## src/rtl/core/cgc_pkg.sv

```systemverilog
// ----------------------------------------------------------------------------
// cgc_pkg
// Shared types, constants and helper functions of the circle collision unit.
// ----------------------------------------------------------------------------
package cgc_pkg;

	// Field widths
	localparam int POS_W  = 24;
	localparam int RAD_W  = 16;
	localparam int CODE_W = 8;
	localparam int SLOT_W = 12;
	localparam int MARG_W = 8;
	localparam int CNT_W  = 7;

	// Tile edge is 1.0 in Q.8, so a tile index is a coordinate shifted down
	localparam int TILE_SHIFT = 8;

	// Arithmetic widths
	localparam int BND_W  = 26;                  // x +/- r +/- margin
	localparam int QT_W   = BND_W - TILE_SHIFT;  // tile coordinate of a bound
	localparam int DIFF_W = 25;                  // signed distance component
	localparam int MAG_W  = 24;                  // magnitude of a distance component
	localparam int SQ_W   = 2 * MAG_W;
	localparam int SUM_W  = SQ_W + 1;
	localparam int RR_W   = 2 * RAD_W;
	localparam int MD_W   = RAD_W + 1;
	localparam int THR_W  = 2 * MD_W;

	// Item modes
	localparam logic [1:0] MODE_QUERY  = 2'd0;
	localparam logic [1:0] MODE_TILE   = 2'd1;
	localparam logic [1:0] MODE_ENTITY = 2'd2;

	// Register indexes
	localparam int CFG_IDX_W = 3;
	localparam logic [CFG_IDX_W-1:0] CFG_MAP_WIDTH  = 3'd0;
	localparam logic [CFG_IDX_W-1:0] CFG_MAP_HEIGHT = 3'd1;
	localparam logic [CFG_IDX_W-1:0] CFG_WALL_CODE  = 3'd2;
	localparam logic [CFG_IDX_W-1:0] CFG_DOOR_CODE  = 3'd3;
	localparam logic [CFG_IDX_W-1:0] CFG_ENT_COUNT  = 3'd4;
	localparam logic [CFG_IDX_W-1:0] CFG_MARGIN     = 3'd5;

	// Configuration seen by the query engine
	typedef struct packed {
		logic [CNT_W-1:0]  map_width;
		logic [CNT_W-1:0]  map_height;
		logic [CODE_W-1:0] wall_code;
		logic [CODE_W-1:0] door_code;
		logic [CNT_W-1:0]  entity_count;
		logic [MARG_W-1:0] box_pad;
	} cfg_t;

	// One entity table entry
	typedef struct packed {
		logic signed [POS_W-1:0] x;
		logic signed [POS_W-1:0] y;
		logic [RAD_W-1:0]        rad;
		logic                    active;
		logic                    solid;
	} ent_t;

	// Divide a bound by the tile size, truncating toward zero
	function automatic logic signed [QT_W-1:0] tile_of(input logic signed [BND_W-1:0] v);
		logic signed [BND_W-1:0] biased;
		biased = v + $signed({{(BND_W-TILE_SHIFT){1'b0}}, {TILE_SHIFT{v[BND_W-1]}}});
		return biased[BND_W-1:TILE_SHIFT];
	endfunction

	// Clamp a point into a closed interval
	function automatic logic signed [DIFF_W-1:0] nearest(input logic signed [DIFF_W-1:0] p,
		input logic signed [DIFF_W-1:0] lo, input logic signed [DIFF_W-1:0] hi);
		logic signed [DIFF_W-1:0] r;
		r = p;
		if (p < lo) r = lo;
		if (p > hi) r = hi;
		return r;
	endfunction

	// Magnitude of a signed distance component
	function automatic logic [MAG_W-1:0] mag_of(input logic signed [DIFF_W-1:0] d);
		logic signed [DIFF_W-1:0] n;
		n = d[DIFF_W-1] ? -d : d;
		return n[MAG_W-1:0];
	endfunction

endpackage

```

## src/rtl/core/cgc_query.sv

```systemverilog
// ----------------------------------------------------------------------------
// cgc_query
// Query sequencer: walks the tile search box and the entity slots, one
// memory read a cycle, through a shared distance and compare pipeline.
// ----------------------------------------------------------------------------
module cgc_query #(
	parameter int MAP_DIM_MAX      = 64,
	parameter int MAX_ENTITY_SLOTS = 64
) (
	input  logic                              clk,
	input  logic                              arst_n,
	input  cgc_pkg::cfg_t                     cfg,
	input  logic                              start,
	input  logic signed [cgc_pkg::POS_W-1:0]  qx,
	input  logic signed [cgc_pkg::POS_W-1:0]  qy,
	input  logic [cgc_pkg::RAD_W-1:0]         qr,
	output logic                              busy,
	output logic                              done,
	output logic                              hit,
	input  logic                              ack,
	output logic [$clog2(MAP_DIM_MAX*MAP_DIM_MAX)-1:0] tile_raddr,
	input  logic [cgc_pkg::CODE_W-1:0]        tile_rdata,
	output logic [((MAX_ENTITY_SLOTS > 1) ? $clog2(MAX_ENTITY_SLOTS) : 1)-1:0] ent_raddr,
	input  cgc_pkg::ent_t                     ent_rdata
);

	localparam int TA_W  = $clog2(MAP_DIM_MAX * MAP_DIM_MAX);
	localparam int IDX_W = $clog2(MAP_DIM_MAX);
	localparam int DIM_W = $clog2(MAP_DIM_MAX + 1);
	localparam int EA_W  = (MAX_ENTITY_SLOTS > 1) ? $clog2(MAX_ENTITY_SLOTS) : 1;
	localparam int EC_W  = $clog2(MAX_ENTITY_SLOTS + 1);
	localparam int SAT_W = 9;

	typedef enum logic [7:0] {
		S_IDLE  = 8'b0000_0001,
		S_SET1  = 8'b0000_0010,
		S_SET2  = 8'b0000_0100,
		S_SET3  = 8'b0000_1000,
		S_SET4  = 8'b0001_0000,
		S_TILE  = 8'b0010_0000,
		S_ENT   = 8'b0100_0000,
		S_DONE  = 8'b1000_0000
	} state_t;

	state_t state_q;
	logic   drain_q;

	// Query operands and derived bounds
	logic signed [cgc_pkg::POS_W-1:0] x_q, y_q;
	logic [cgc_pkg::RAD_W-1:0]        r_q;
	logic [cgc_pkg::RR_W-1:0]         rr_q;
	logic [DIM_W-1:0]                 wsat_q;
	logic [EC_W-1:0]                  nsat_q;
	logic signed [cgc_pkg::BND_W-1:0] vx0_q, vx1_q, vy0_q, vy1_q;
	logic signed [cgc_pkg::QT_W-1:0]  qx0_q, qx1_q, qy0_q, qy1_q;
	logic [IDX_W-1:0]                 x0_q, x1_q, y0_q, y1_q;
	logic                             tile_go_q;

	// Scan counters
	logic [IDX_W-1:0] cx_q, cy_q;
	logic [TA_W-1:0]  row_base_q;
	logic [EC_W-1:0]  ei_q;
	logic             hit_q;

	// Pipeline
	logic                              v_s1, v_s2, v_s3;
	logic                              ent_s1;
	logic [IDX_W-1:0]                  cx_s1, cy_s1;
	logic [cgc_pkg::MAG_W-1:0]         dxa_s2, dya_s2;
	logic [cgc_pkg::MD_W-1:0]          md_s2;
	logic                              use_md_s2;
	logic [cgc_pkg::SQ_W-1:0]          dx2_s3, dy2_s3;
	logic [cgc_pkg::THR_W-1:0]         thr_s3;

	logic issue_t, issue_e;

	// Combinational bounds and distance terms
	logic [SAT_W-1:0]                  w9, n9;
	logic signed [cgc_pkg::BND_W-1:0]  xs26, ys26, rm26;
	logic signed [cgc_pkg::QT_W-1:0]   lox, hix, loy, hiy, wm1, hm1;
	logic [SAT_W-1:0]                  h9;
	logic signed [cgc_pkg::DIFF_W-1:0] xs25, ys25, lox25, hix25, loy25, hiy25;
	logic signed [cgc_pkg::DIFF_W-1:0] dxt, dyt, dxe, dye;
	logic                              able;
	logic [cgc_pkg::SUM_W-1:0]         dsum;

	assign issue_t = (state_q == S_TILE);
	assign issue_e = (state_q == S_ENT) && (nsat_q != '0);

	assign tile_raddr = row_base_q + TA_W'(cx_q);
	assign ent_raddr  = EA_W'(ei_q);

	assign busy = (state_q != S_IDLE);
	assign done = (state_q == S_DONE);
	assign hit  = hit_q;

	// Saturate map size and entity count, widen operands
	always_comb begin
		w9   = SAT_W'(cfg.map_width);
		h9   = SAT_W'(cfg.map_height);
		n9   = SAT_W'(cfg.entity_count);
		if (w9 > SAT_W'(MAP_DIM_MAX)) w9 = SAT_W'(MAP_DIM_MAX);
		if (h9 > SAT_W'(MAP_DIM_MAX)) h9 = SAT_W'(MAP_DIM_MAX);
		if (n9 > SAT_W'(MAX_ENTITY_SLOTS)) n9 = SAT_W'(MAX_ENTITY_SLOTS);
		xs26 = cgc_pkg::BND_W'(x_q);
		ys26 = cgc_pkg::BND_W'(y_q);
		rm26 = $signed(cgc_pkg::BND_W'(r_q) + cgc_pkg::BND_W'(cfg.box_pad));
	end

	// Clamp the tile range to the map
	always_comb begin
		wm1 = $signed(cgc_pkg::QT_W'(wsat_q)) - $signed(cgc_pkg::QT_W'(1));
		hm1 = $signed(cgc_pkg::QT_W'(h9)) - $signed(cgc_pkg::QT_W'(1));
		lox = (qx0_q < 0) ? '0 : qx0_q;
		loy = (qy0_q < 0) ? '0 : qy0_q;
		hix = (qx1_q > wm1) ? wm1 : qx1_q;
		hiy = (qy1_q > hm1) ? hm1 : qy1_q;
	end

	// Distance from the centre to a tile rectangle or an entity
	always_comb begin
		xs25  = cgc_pkg::DIFF_W'(x_q);
		ys25  = cgc_pkg::DIFF_W'(y_q);
		lox25 = $signed(cgc_pkg::DIFF_W'(cx_s1) << cgc_pkg::TILE_SHIFT);
		hix25 = $signed((cgc_pkg::DIFF_W'(cx_s1) + 1'b1) << cgc_pkg::TILE_SHIFT);
		loy25 = $signed(cgc_pkg::DIFF_W'(cy_s1) << cgc_pkg::TILE_SHIFT);
		hiy25 = $signed((cgc_pkg::DIFF_W'(cy_s1) + 1'b1) << cgc_pkg::TILE_SHIFT);
		dxt   = xs25 - cgc_pkg::nearest(xs25, lox25, hix25);
		dyt   = ys25 - cgc_pkg::nearest(ys25, loy25, hiy25);
		dxe   = xs25 - cgc_pkg::DIFF_W'(ent_rdata.x);
		dye   = ys25 - cgc_pkg::DIFF_W'(ent_rdata.y);
		if (ent_s1) begin
			able = ent_rdata.active && ent_rdata.solid;
		end else begin
			able = (tile_rdata == cfg.wall_code) || (tile_rdata == cfg.door_code);
		end
		dsum = cgc_pkg::SUM_W'(dx2_s3) + cgc_pkg::SUM_W'(dy2_s3);
	end

	// Sequencer
	always_ff @(posedge clk or negedge arst_n) begin
		if (!arst_n) begin
			state_q <= S_IDLE;
			drain_q <= 1'b0;
		end else begin
			unique case (state_q)
				S_IDLE: begin
					if (start) state_q <= S_SET1;
				end
				S_SET1: state_q <= S_SET2;
				S_SET2: state_q <= S_SET3;
				S_SET3: state_q <= S_SET4;
				S_SET4: state_q <= tile_go_q ? S_TILE : S_ENT;
				S_TILE: begin
					if (cx_q == x1_q && cy_q == y1_q) state_q <= S_ENT;
				end
				S_ENT: begin
					if (!drain_q) begin
						if (nsat_q == '0 || ei_q == nsat_q - 1'b1) drain_q <= 1'b1;
					end else if (!(v_s1 || v_s2 || v_s3)) begin
						drain_q <= 1'b0;
						state_q <= S_DONE;
					end
				end
				S_DONE: begin
					if (ack) state_q <= S_IDLE;
				end
				default: state_q <= S_IDLE;
			endcase
		end
	end

	// Capture operands, work out the search box, advance the scan
	always_ff @(posedge clk) begin
		if (start && state_q == S_IDLE) begin
			x_q <= qx;
			y_q <= qy;
			r_q <= qr;
		end
		if (state_q == S_SET1) begin
			vx0_q  <= xs26 - rm26;
			vx1_q  <= xs26 + rm26;
			vy0_q  <= ys26 - rm26;
			vy1_q  <= ys26 + rm26;
			rr_q   <= r_q * r_q;
			wsat_q <= DIM_W'(w9);
			nsat_q <= EC_W'(n9);
		end
		if (state_q == S_SET2) begin
			qx0_q <= cgc_pkg::tile_of(vx0_q);
			qx1_q <= cgc_pkg::tile_of(vx1_q);
			qy0_q <= cgc_pkg::tile_of(vy0_q);
			qy1_q <= cgc_pkg::tile_of(vy1_q);
		end
		if (state_q == S_SET3) begin
			x0_q      <= IDX_W'(lox);
			x1_q      <= IDX_W'(hix);
			y0_q      <= IDX_W'(loy);
			y1_q      <= IDX_W'(hiy);
			tile_go_q <= (lox <= hix) && (loy <= hiy);
		end
		if (state_q == S_SET4) begin
			row_base_q <= TA_W'(y0_q) * TA_W'(wsat_q);
			cx_q       <= x0_q;
			cy_q       <= y0_q;
			ei_q       <= '0;
		end
		if (issue_t) begin
			if (cx_q == x1_q) begin
				cx_q       <= x0_q;
				cy_q       <= cy_q + 1'b1;
				row_base_q <= row_base_q + TA_W'(wsat_q);
			end else begin
				cx_q <= cx_q + 1'b1;
			end
		end
		if (issue_e && !drain_q) begin
			ei_q <= ei_q + 1'b1;
		end
	end

	// Pipeline valids and the hit flag
	always_ff @(posedge clk or negedge arst_n) begin
		if (!arst_n) begin
			v_s1  <= 1'b0;
			v_s2  <= 1'b0;
			v_s3  <= 1'b0;
			hit_q <= 1'b0;
		end else begin
			v_s1 <= issue_t || (issue_e && !drain_q);
			v_s2 <= v_s1 && able;
			v_s3 <= v_s2;
			if (start && state_q == S_IDLE) begin
				hit_q <= 1'b0;
			end else if (v_s3 && dsum < cgc_pkg::SUM_W'(thr_s3)) begin
				hit_q <= 1'b1;
			end
		end
	end

	// Pipeline payload: tag, distance, squares
	always_ff @(posedge clk) begin
		ent_s1    <= (state_q == S_ENT);
		cx_s1     <= cx_q;
		cy_s1     <= cy_q;
		dxa_s2    <= cgc_pkg::mag_of(ent_s1 ? dxe : dxt);
		dya_s2    <= cgc_pkg::mag_of(ent_s1 ? dye : dyt);
		md_s2     <= cgc_pkg::MD_W'(r_q) + cgc_pkg::MD_W'(ent_rdata.rad);
		use_md_s2 <= ent_s1;
		dx2_s3    <= dxa_s2 * dxa_s2;
		dy2_s3    <= dya_s2 * dya_s2;
		thr_s3    <= use_md_s2 ? (md_s2 * md_s2) : cgc_pkg::THR_W'(rr_q);
	end

	// A query starts only from idle
	a_start_idle: assert property (@(posedge clk) disable iff (!arst_n)
		start |-> (state_q == S_IDLE))
		else $error("query started while busy");

	// The result is held until taken
	a_done_hold: assert property (@(posedge clk) disable iff (!arst_n)
		(done && !ack) |=> (done && $stable(hit_q)))
		else $error("result dropped before taken");

	// The pipeline is empty when the result is shown
	a_done_empty: assert property (@(posedge clk) disable iff (!arst_n)
		done |-> !(v_s1 || v_s2 || v_s3))
		else $error("result shown with checks in flight");

	// Entity reads stay below the slot count
	a_ent_range: assert property (@(posedge clk) disable iff (!arst_n)
		(issue_e && !drain_q) |-> (ei_q < nsat_q))
		else $error("entity read past slot count");

endmodule

```

## config.mk

```make
export PLATFORM = sky130hd
export DESIGN_NAME = cgc_query
export DESIGN_NICKNAME = d
export VERILOG_FILES = /design/src/rtl/core/cgc_pkg.sv /design/src/rtl/core/cgc_query.sv
export SDC_FILE = /design/constraint.sdc
export NUM_CORES = 2
export LEC_CHECK = 0
export BUFFER_PORTS_ARGS = -buffer_cell sky130_fd_sc_hd__buf_2
export CAP_MARGIN = 30
export CORE_ASPECT_RATIO = 0.5
export CORE_UTILIZATION = 40
export DETAILED_ROUTE_END_ITERATION = 7
export GPL_ROUTABILITY_DRIVEN = 0
export PLACE_DENSITY_LB_ADDON = 0.2
export SYNTH_ARGS = -nofsm -noshare
export SYNTH_HDL_FRONTEND = slang
export SYNTH_SLANG_ARGS = --single-unit
export TNS_END_PERCENT = 50
```

## constraint.sdc

```tcl
create_clock -name clk -period 17.1 [get_ports clk]
set_input_delay 1.71 -clock clk [delete_from_list [all_inputs] [get_ports clk]]
set_output_delay 1.71 -clock clk [all_outputs]
set_load 0.02 [all_outputs]
```

* After elaboration in Yosys (flattened, before gate mapping)
Index checks and enable logic that the tools add are counted.
** Storage, ports and cells
- Output and inout port bits :: 21
- Bits of input ports :: 187
- Logic and storage cells :: 163
- Register bits :: 564
- Memories :: 0
- Bits in latches :: 0
- Bits in read-only memories :: 0
- RAM bits :: 0
** Cells by class
- Div/mod/pow operators :: 0
- $add $sub $neg :: 27
- $lt $le $gt $ge :: 14
- Equal/unequal tests :: 19
- Bitwise logic cells :: 0
- Multiplexer cells :: 38
- Reductions and logical operators :: 20
- Multiply operators :: 5
- Shifts and indexed selects :: 0
** Operators with widths (number)
- 25-bit two-way mux :: 6
- 26-bit by 9-bit adder with 26-bit output :: 4
- 24-bit by 24-bit multiplier with 48-bit output :: 2
- 18-bit two-way mux :: 4
- 8-bit case mux with 8 select lines :: 1
- 24-bit by 18-bit adder with 25-bit output :: 2
- 24-bit by 18-bit subtractor with 25-bit output :: 2
- 24-bit by 24-bit subtractor with 25-bit output :: 2
- 24-bit by 25-bit subtractor with 25-bit output :: 2
- 48-bit by 48-bit adder with 49-bit output :: 1
- 49-bit by 34-bit < comparator with 1-bit output :: 1
- 24-bit by 16-bit greater-than comparator with 1-bit output :: 2
- 24-bit by 15-bit < comparator with 1-bit output :: 2
- 24-bit two-way mux :: 2
- 24-bit negator :: 2
- 8-bit two-way mux :: 5
- 18-bit by 8-bit greater-than comparator with 1-bit output :: 2
- 18-bit <= comparator :: 2
- 18-bit by 1-bit < comparator with 1-bit output, second input constant :: 2
- 12-bit two-way mux :: 3
- 6-bit two-way mux :: 6
- 17-bit by 17-bit multiplier with 34-bit output :: 1
- 16-bit by 16-bit multiplier with 32-bit output :: 1
- 32-bit two-way mux :: 1
- other kinds (34) :: 65

* Longest topological paths before layout
- Depth in word-level cells :: 7
- Mapped depth :: 30
- Depth with buffers taken out :: 29

* Least setup slack after synthesis
OpenSTA, ideal clock, no wires.
- Path type :: flip-flop to flip-flop
- Start :: register state_q[2]
- End :: register nsat_q[0] (enable)
- Cell stages (with the launch flop) :: 4
- Period minus slack after synthesis :: 12105 ps
- Data required time :: 16248 ps
- Setup slack :: 4995 ps
- Library setup time :: 852 ps
- Arrival time :: 11253 ps
- Path buffers :: 0
- Cells stage by stage :: dfrtp_1 -> nor4_1 -> nand2_1 -> nor3b_1
** Between the ends
- Longest elaborated chain between the ends :: 1
** Ends and longest elaborated chain
- start, declared :: line cgc_query.sv:45 : state_t state_q;
- start signal, assigned :: line cgc_query.sv:153 : S_SET4: state_q <= tile_go_q ? S_TILE : S_ENT;
- 8-bit by 2-bit equality test with 1-bit output :: line cgc_query.sv:180 : if (state_q == S_SET1) begin
- end signal, assigned :: line cgc_query.sv:187 : nsat_q <= EC_W'(n9);
- end, declared :: line cgc_query.sv:53 : logic [EC_W-1:0] nsat_q;
Every way passes these cells.
A chain may end at the register's enable or synchronous reset.

* Worst setup path after layout
- Start :: register dxa_s2[19] (netlist bit)
- End :: register dx2_s3[42] (netlist bit)
** Between the ends
- Longest elaborated chain between the ends :: 1
** Ends and longest elaborated chain
- start, declared :: line cgc_query.sv:69 : logic [cgc_pkg::MAG_W-1:0] dxa_s2, dya_s2;
- start signal, assigned :: line cgc_query.sv:246 : dxa_s2 <= cgc_pkg::mag_of(ent_s1 ? dxe : dxt);
- 24-bit by 24-bit multiplier with 48-bit output :: line cgc_query.sv:250 : dx2_s3 <= dxa_s2 * dxa_s2;
- end signal, assigned :: line cgc_query.sv:250
- end, declared :: line cgc_query.sv:72 : logic [cgc_pkg::SQ_W-1:0] dx2_s3, dy2_s3;
Every way passes these cells.

==> impl_metrics.json <==
{
  "status": "finished clean",
  "rows": 116,
  "setup_viol": 0,
  "synth_top_area_share_pct": 30.2,
  "dieArea_mm2": 0.207,
  "ios": 208,
  "met2_length_um": 96300,
  "start_kind": "flip-flop",
  "required_ns": 17.76,
  "core_mm2": 0.202,
  "die_y_um": 322,
  "dp_slack_ns": 8.93,
  "synth.top_cells.by_area": "fa_1 30%, ha_1 14%, edfxtp_1 12%",
  "clk_latency_ns": 0.75,
  "syn_to_final_growth_pct": 8.18,
  "end_kind": "flip-flop",
  "overflow": 0,
  "htree_levels": 2,
  "drc": 0,
  "final_nets": 11117,
  "hold_viol": 0,
  "synth_area_mm2": 0.0818,
  "synth_area_per_cell_um2": 9.50,
  "worst-path-stages": 24,
  "max-cap-violations": 0,
  "cts.path.max_buffers": 3,
  "yosysUniqueCellTypes": 103,
  "worstPathArrival_ns": 8.92,
  "r2r_cells": 24,
  "yosys_warnings": 0,
  "max-slew-margin-rel_pct": 20.2,
  "wl_per_cell_um": 18.9,
  "ctsResizeCount": 0,
  "dp_hpwl_um": 180000,
  "fmax_ghz": 0.121,
  "synth.most_common_cell": "inv_1",
  "num_vias": 57802,
  "synth_top_area_cell": "fa_1",
  "ys_ff_latch": 555,
  "synth_edf_count": 317,
  "grt.total_usage_pct": 21.7,
  "hold-path-cell-count": 0,
  "n_fill_cell": 19609,
  "cp_max_fo": 21,
  "initial_utilization_pct": 40.6,
  "tns_ns": 0,
  "synth_nets": 10976,
  "viasPerCell": 5.01,
  "post-route-period-util_pct": 48.3,
  "cts_setup_buffers": 0,
  "top_layer": "met5",
  "grt_max_degree": 137,
  "cts_buffers": 59,
  "totalWireLength_um": 218000,
  "met3_wirelength_um": 12200,
  "critical-path-max-stage-delay_ns": 1.00,
  "wl_met1_um": 106000,
  "finalWorstSetupSlack_ns": 8.83,
  "utilization_pct": 43.9,
  "netlist_instances": 8615,
  "async_flop_share_pct": 2.34,
  "final_layout_size_suffix_gt1_share_pct": 5.75,
  "tightest_slew_ns": 1.19,
  "worst-setup-path-type": "reg2reg",
  "path_delay_family": "adder cells",
  "antenna_found_initial": 15,
  "finalCriticalPeriod_ns": 8.27,
  "grt_pass1_vias": 60496,
  "cp_num_buf_inv": 4,
  "cts_hold_buf": 0,
  "synthFlopType": "edfxtp_1",
  "final-max-slew-violation-count": 0,
  "place.port_buffers": 207,
  "numClockSinks": 555,
  "critPathMostFrequentCell": "fa_1",
  "ant_nets": 0,
  "clkSlewWorstSetupHoldPaths_ns": 0.07,
  "root_buffer": "clkbuf_16",
  "cts_tree": "yes",
  "path_cells": "and2_1, inv_1, fa_1, inv_1, fa_1, fa_1, inv_1, fa_1, inv_1, fa_1, fa_1, fa_1, ha_1, and4_1, nand3_1, nor2_1, a2111oi_2, a21oi_1, nor4_1, o31ai_1, a41oi_1, o22ai_1, or4b_1, nand3_1",
  "drt-pass1-iter-count": 5,
  "grt_pass1_wl_um": 347000,
  "die_x_um": 642,
  "rsz0062_at_grt": "false",
  "hold_class": "reg2reg",
  "crit_path_top_delay_cell": "dfxtp_1",
  "ys_top_cells_by_count": "1916 x inv_1, 1234 x fa_1, 940 x ha_1, 638 x nand2_1, 375 x and2_1",
  "drt_iter0_markers": 3608,
  "finClkSkew_ns": 0.0779,
  "seq_area_frac_synth_pct": 17.5
}
## sequential cells by signal (all words and copies together) (netlist names), 18 cells and up
| signal | cells |
|---|---|
| dx2_s3 | 47 |
| dxa_s2 | 24 |
| dy2_s3 | 47 |
| dya_s2 | 24 |
| qx0_q | 18 |
| qx1_q | 18 |
| qy0_q | 18 |
| qy1_q | 18 |
| rr_q | 31 |
| thr_s3 | 34 |
| vx0_q | 25 |
| vx1_q | 24 |
| vy0_q | 25 |
| vy1_q | 24 |
| x_q | 24 |
| y_q | 24 |
## layout by cell type (no fill, tap or decap), types with 14 or more instances in the layout
cell type	instances
clkbuf_16	59
nand4_1	47
mux2_2	27
nand2_1	638
inv_1	1915
nand2b_1	55
a31oi_1	27
o22ai_1	14
o21ai_0	176
o21bai_1	65
and3_1	45
a22oi_1	28
o211ai_1	26
nor3_1	104
nand3b_1	16
nor4_1	24
or3_1	27
ha_1	940
o21a_1	61
dfxtp_1	224
a21oi_1	338
mux2i_1	25
a221oi_1	14
buf_2	207
edfxtp_1	317
fa_1	1234
nand3_1	81
a211oi_1	50
and2_1	375
buf_4	77
and4_1	19
a21boi_0	18
o31ai_1	23
a21o_1	183
xor2_1	180
nor2_1	360
or2_2	26
xnor2_1	342
nor2b_1	128
## worst register-to-register path: stages, from the launching register on
cell       delay, ns
dfxtp_1         1.00
and2_1          0.29
inv_1           0.07
fa_1            0.50
inv_1           0.06
fa_1            0.51
fa_1            0.56
inv_1           0.10
fa_1            0.53
inv_1           0.07
fa_1            0.56
fa_1            0.44
fa_1            0.46
ha_1            0.36
and4_1          0.24
nand3_1         0.12
nor2_1          0.06
a2111oi_2       0.37
a21oi_1         0.20
nor4_1          0.34
o31ai_1         0.24
a41oi_1         0.40
o22ai_1         0.16
or4b_1          0.51
nand3_1         0.07
## worst paths after layout
path                              end  startpoint  slack [ns]
min in group asynchronous        v_s1      arst_n        0.96
hold reg to reg                  v_s3        v_s2        0.41
max in group asynchronous         hit      arst_n       15.77
setup reg to reg           dx2_s3[42]  dxa_s2[19]        8.83
setup / recovery           dx2_s3[42]  dxa_s2[19]        8.83
hold / removal                   v_s3        v_s2        0.41
## metal layers
metal	vias to the layer above	global-route usage (%)
met3	186	3.00
li1	27675	-
met5	-	0
met1	28623	31.8
met2	1310	34.5
met4	8	3.62
## logic make-up after synthesis
family                   share of synthesized area (%)
buffers and inverters                             9.83
multiplexers                                     0.677
AO/OA/AOI/OAI                                     9.52
adder cells (fa/ha/maj)                           44.6
flip-flops                                        17.5
XOR/XNOR                                          5.59
other                                          0.00458
AND/OR/NAND/NOR                                   12.3
## stage by stage
step                      hold WS [ns]  instance area, µm²  instances
after detailed placement         0.400               86100      11398
after CTS                        0.413               88300      11510
after floorplan                  0.363               81800       8615
final                            0.415               88500      11527
after global routing             0.424               88500      11522
after global placement           0.403               86000      11388
## cell type report
cell class	count	area, µm²	share of cell area, %
Clock buffer	79	1630	1.84
Multi-Input combinational cell	5924	59500	67.2
Antenna cell	6	15.0	0.0170
Timing Repair Buffer	298	1940	2.19
Sequential cell	555	14400	16.2
Clock inverter	33	522	0.589
Inverter	1918	7200	8.13
Tap cell	2714	3400	3.84
Power is not shown: default switching activity piles up to over one toggle a cycle in this logic, so the estimate is an artifact.
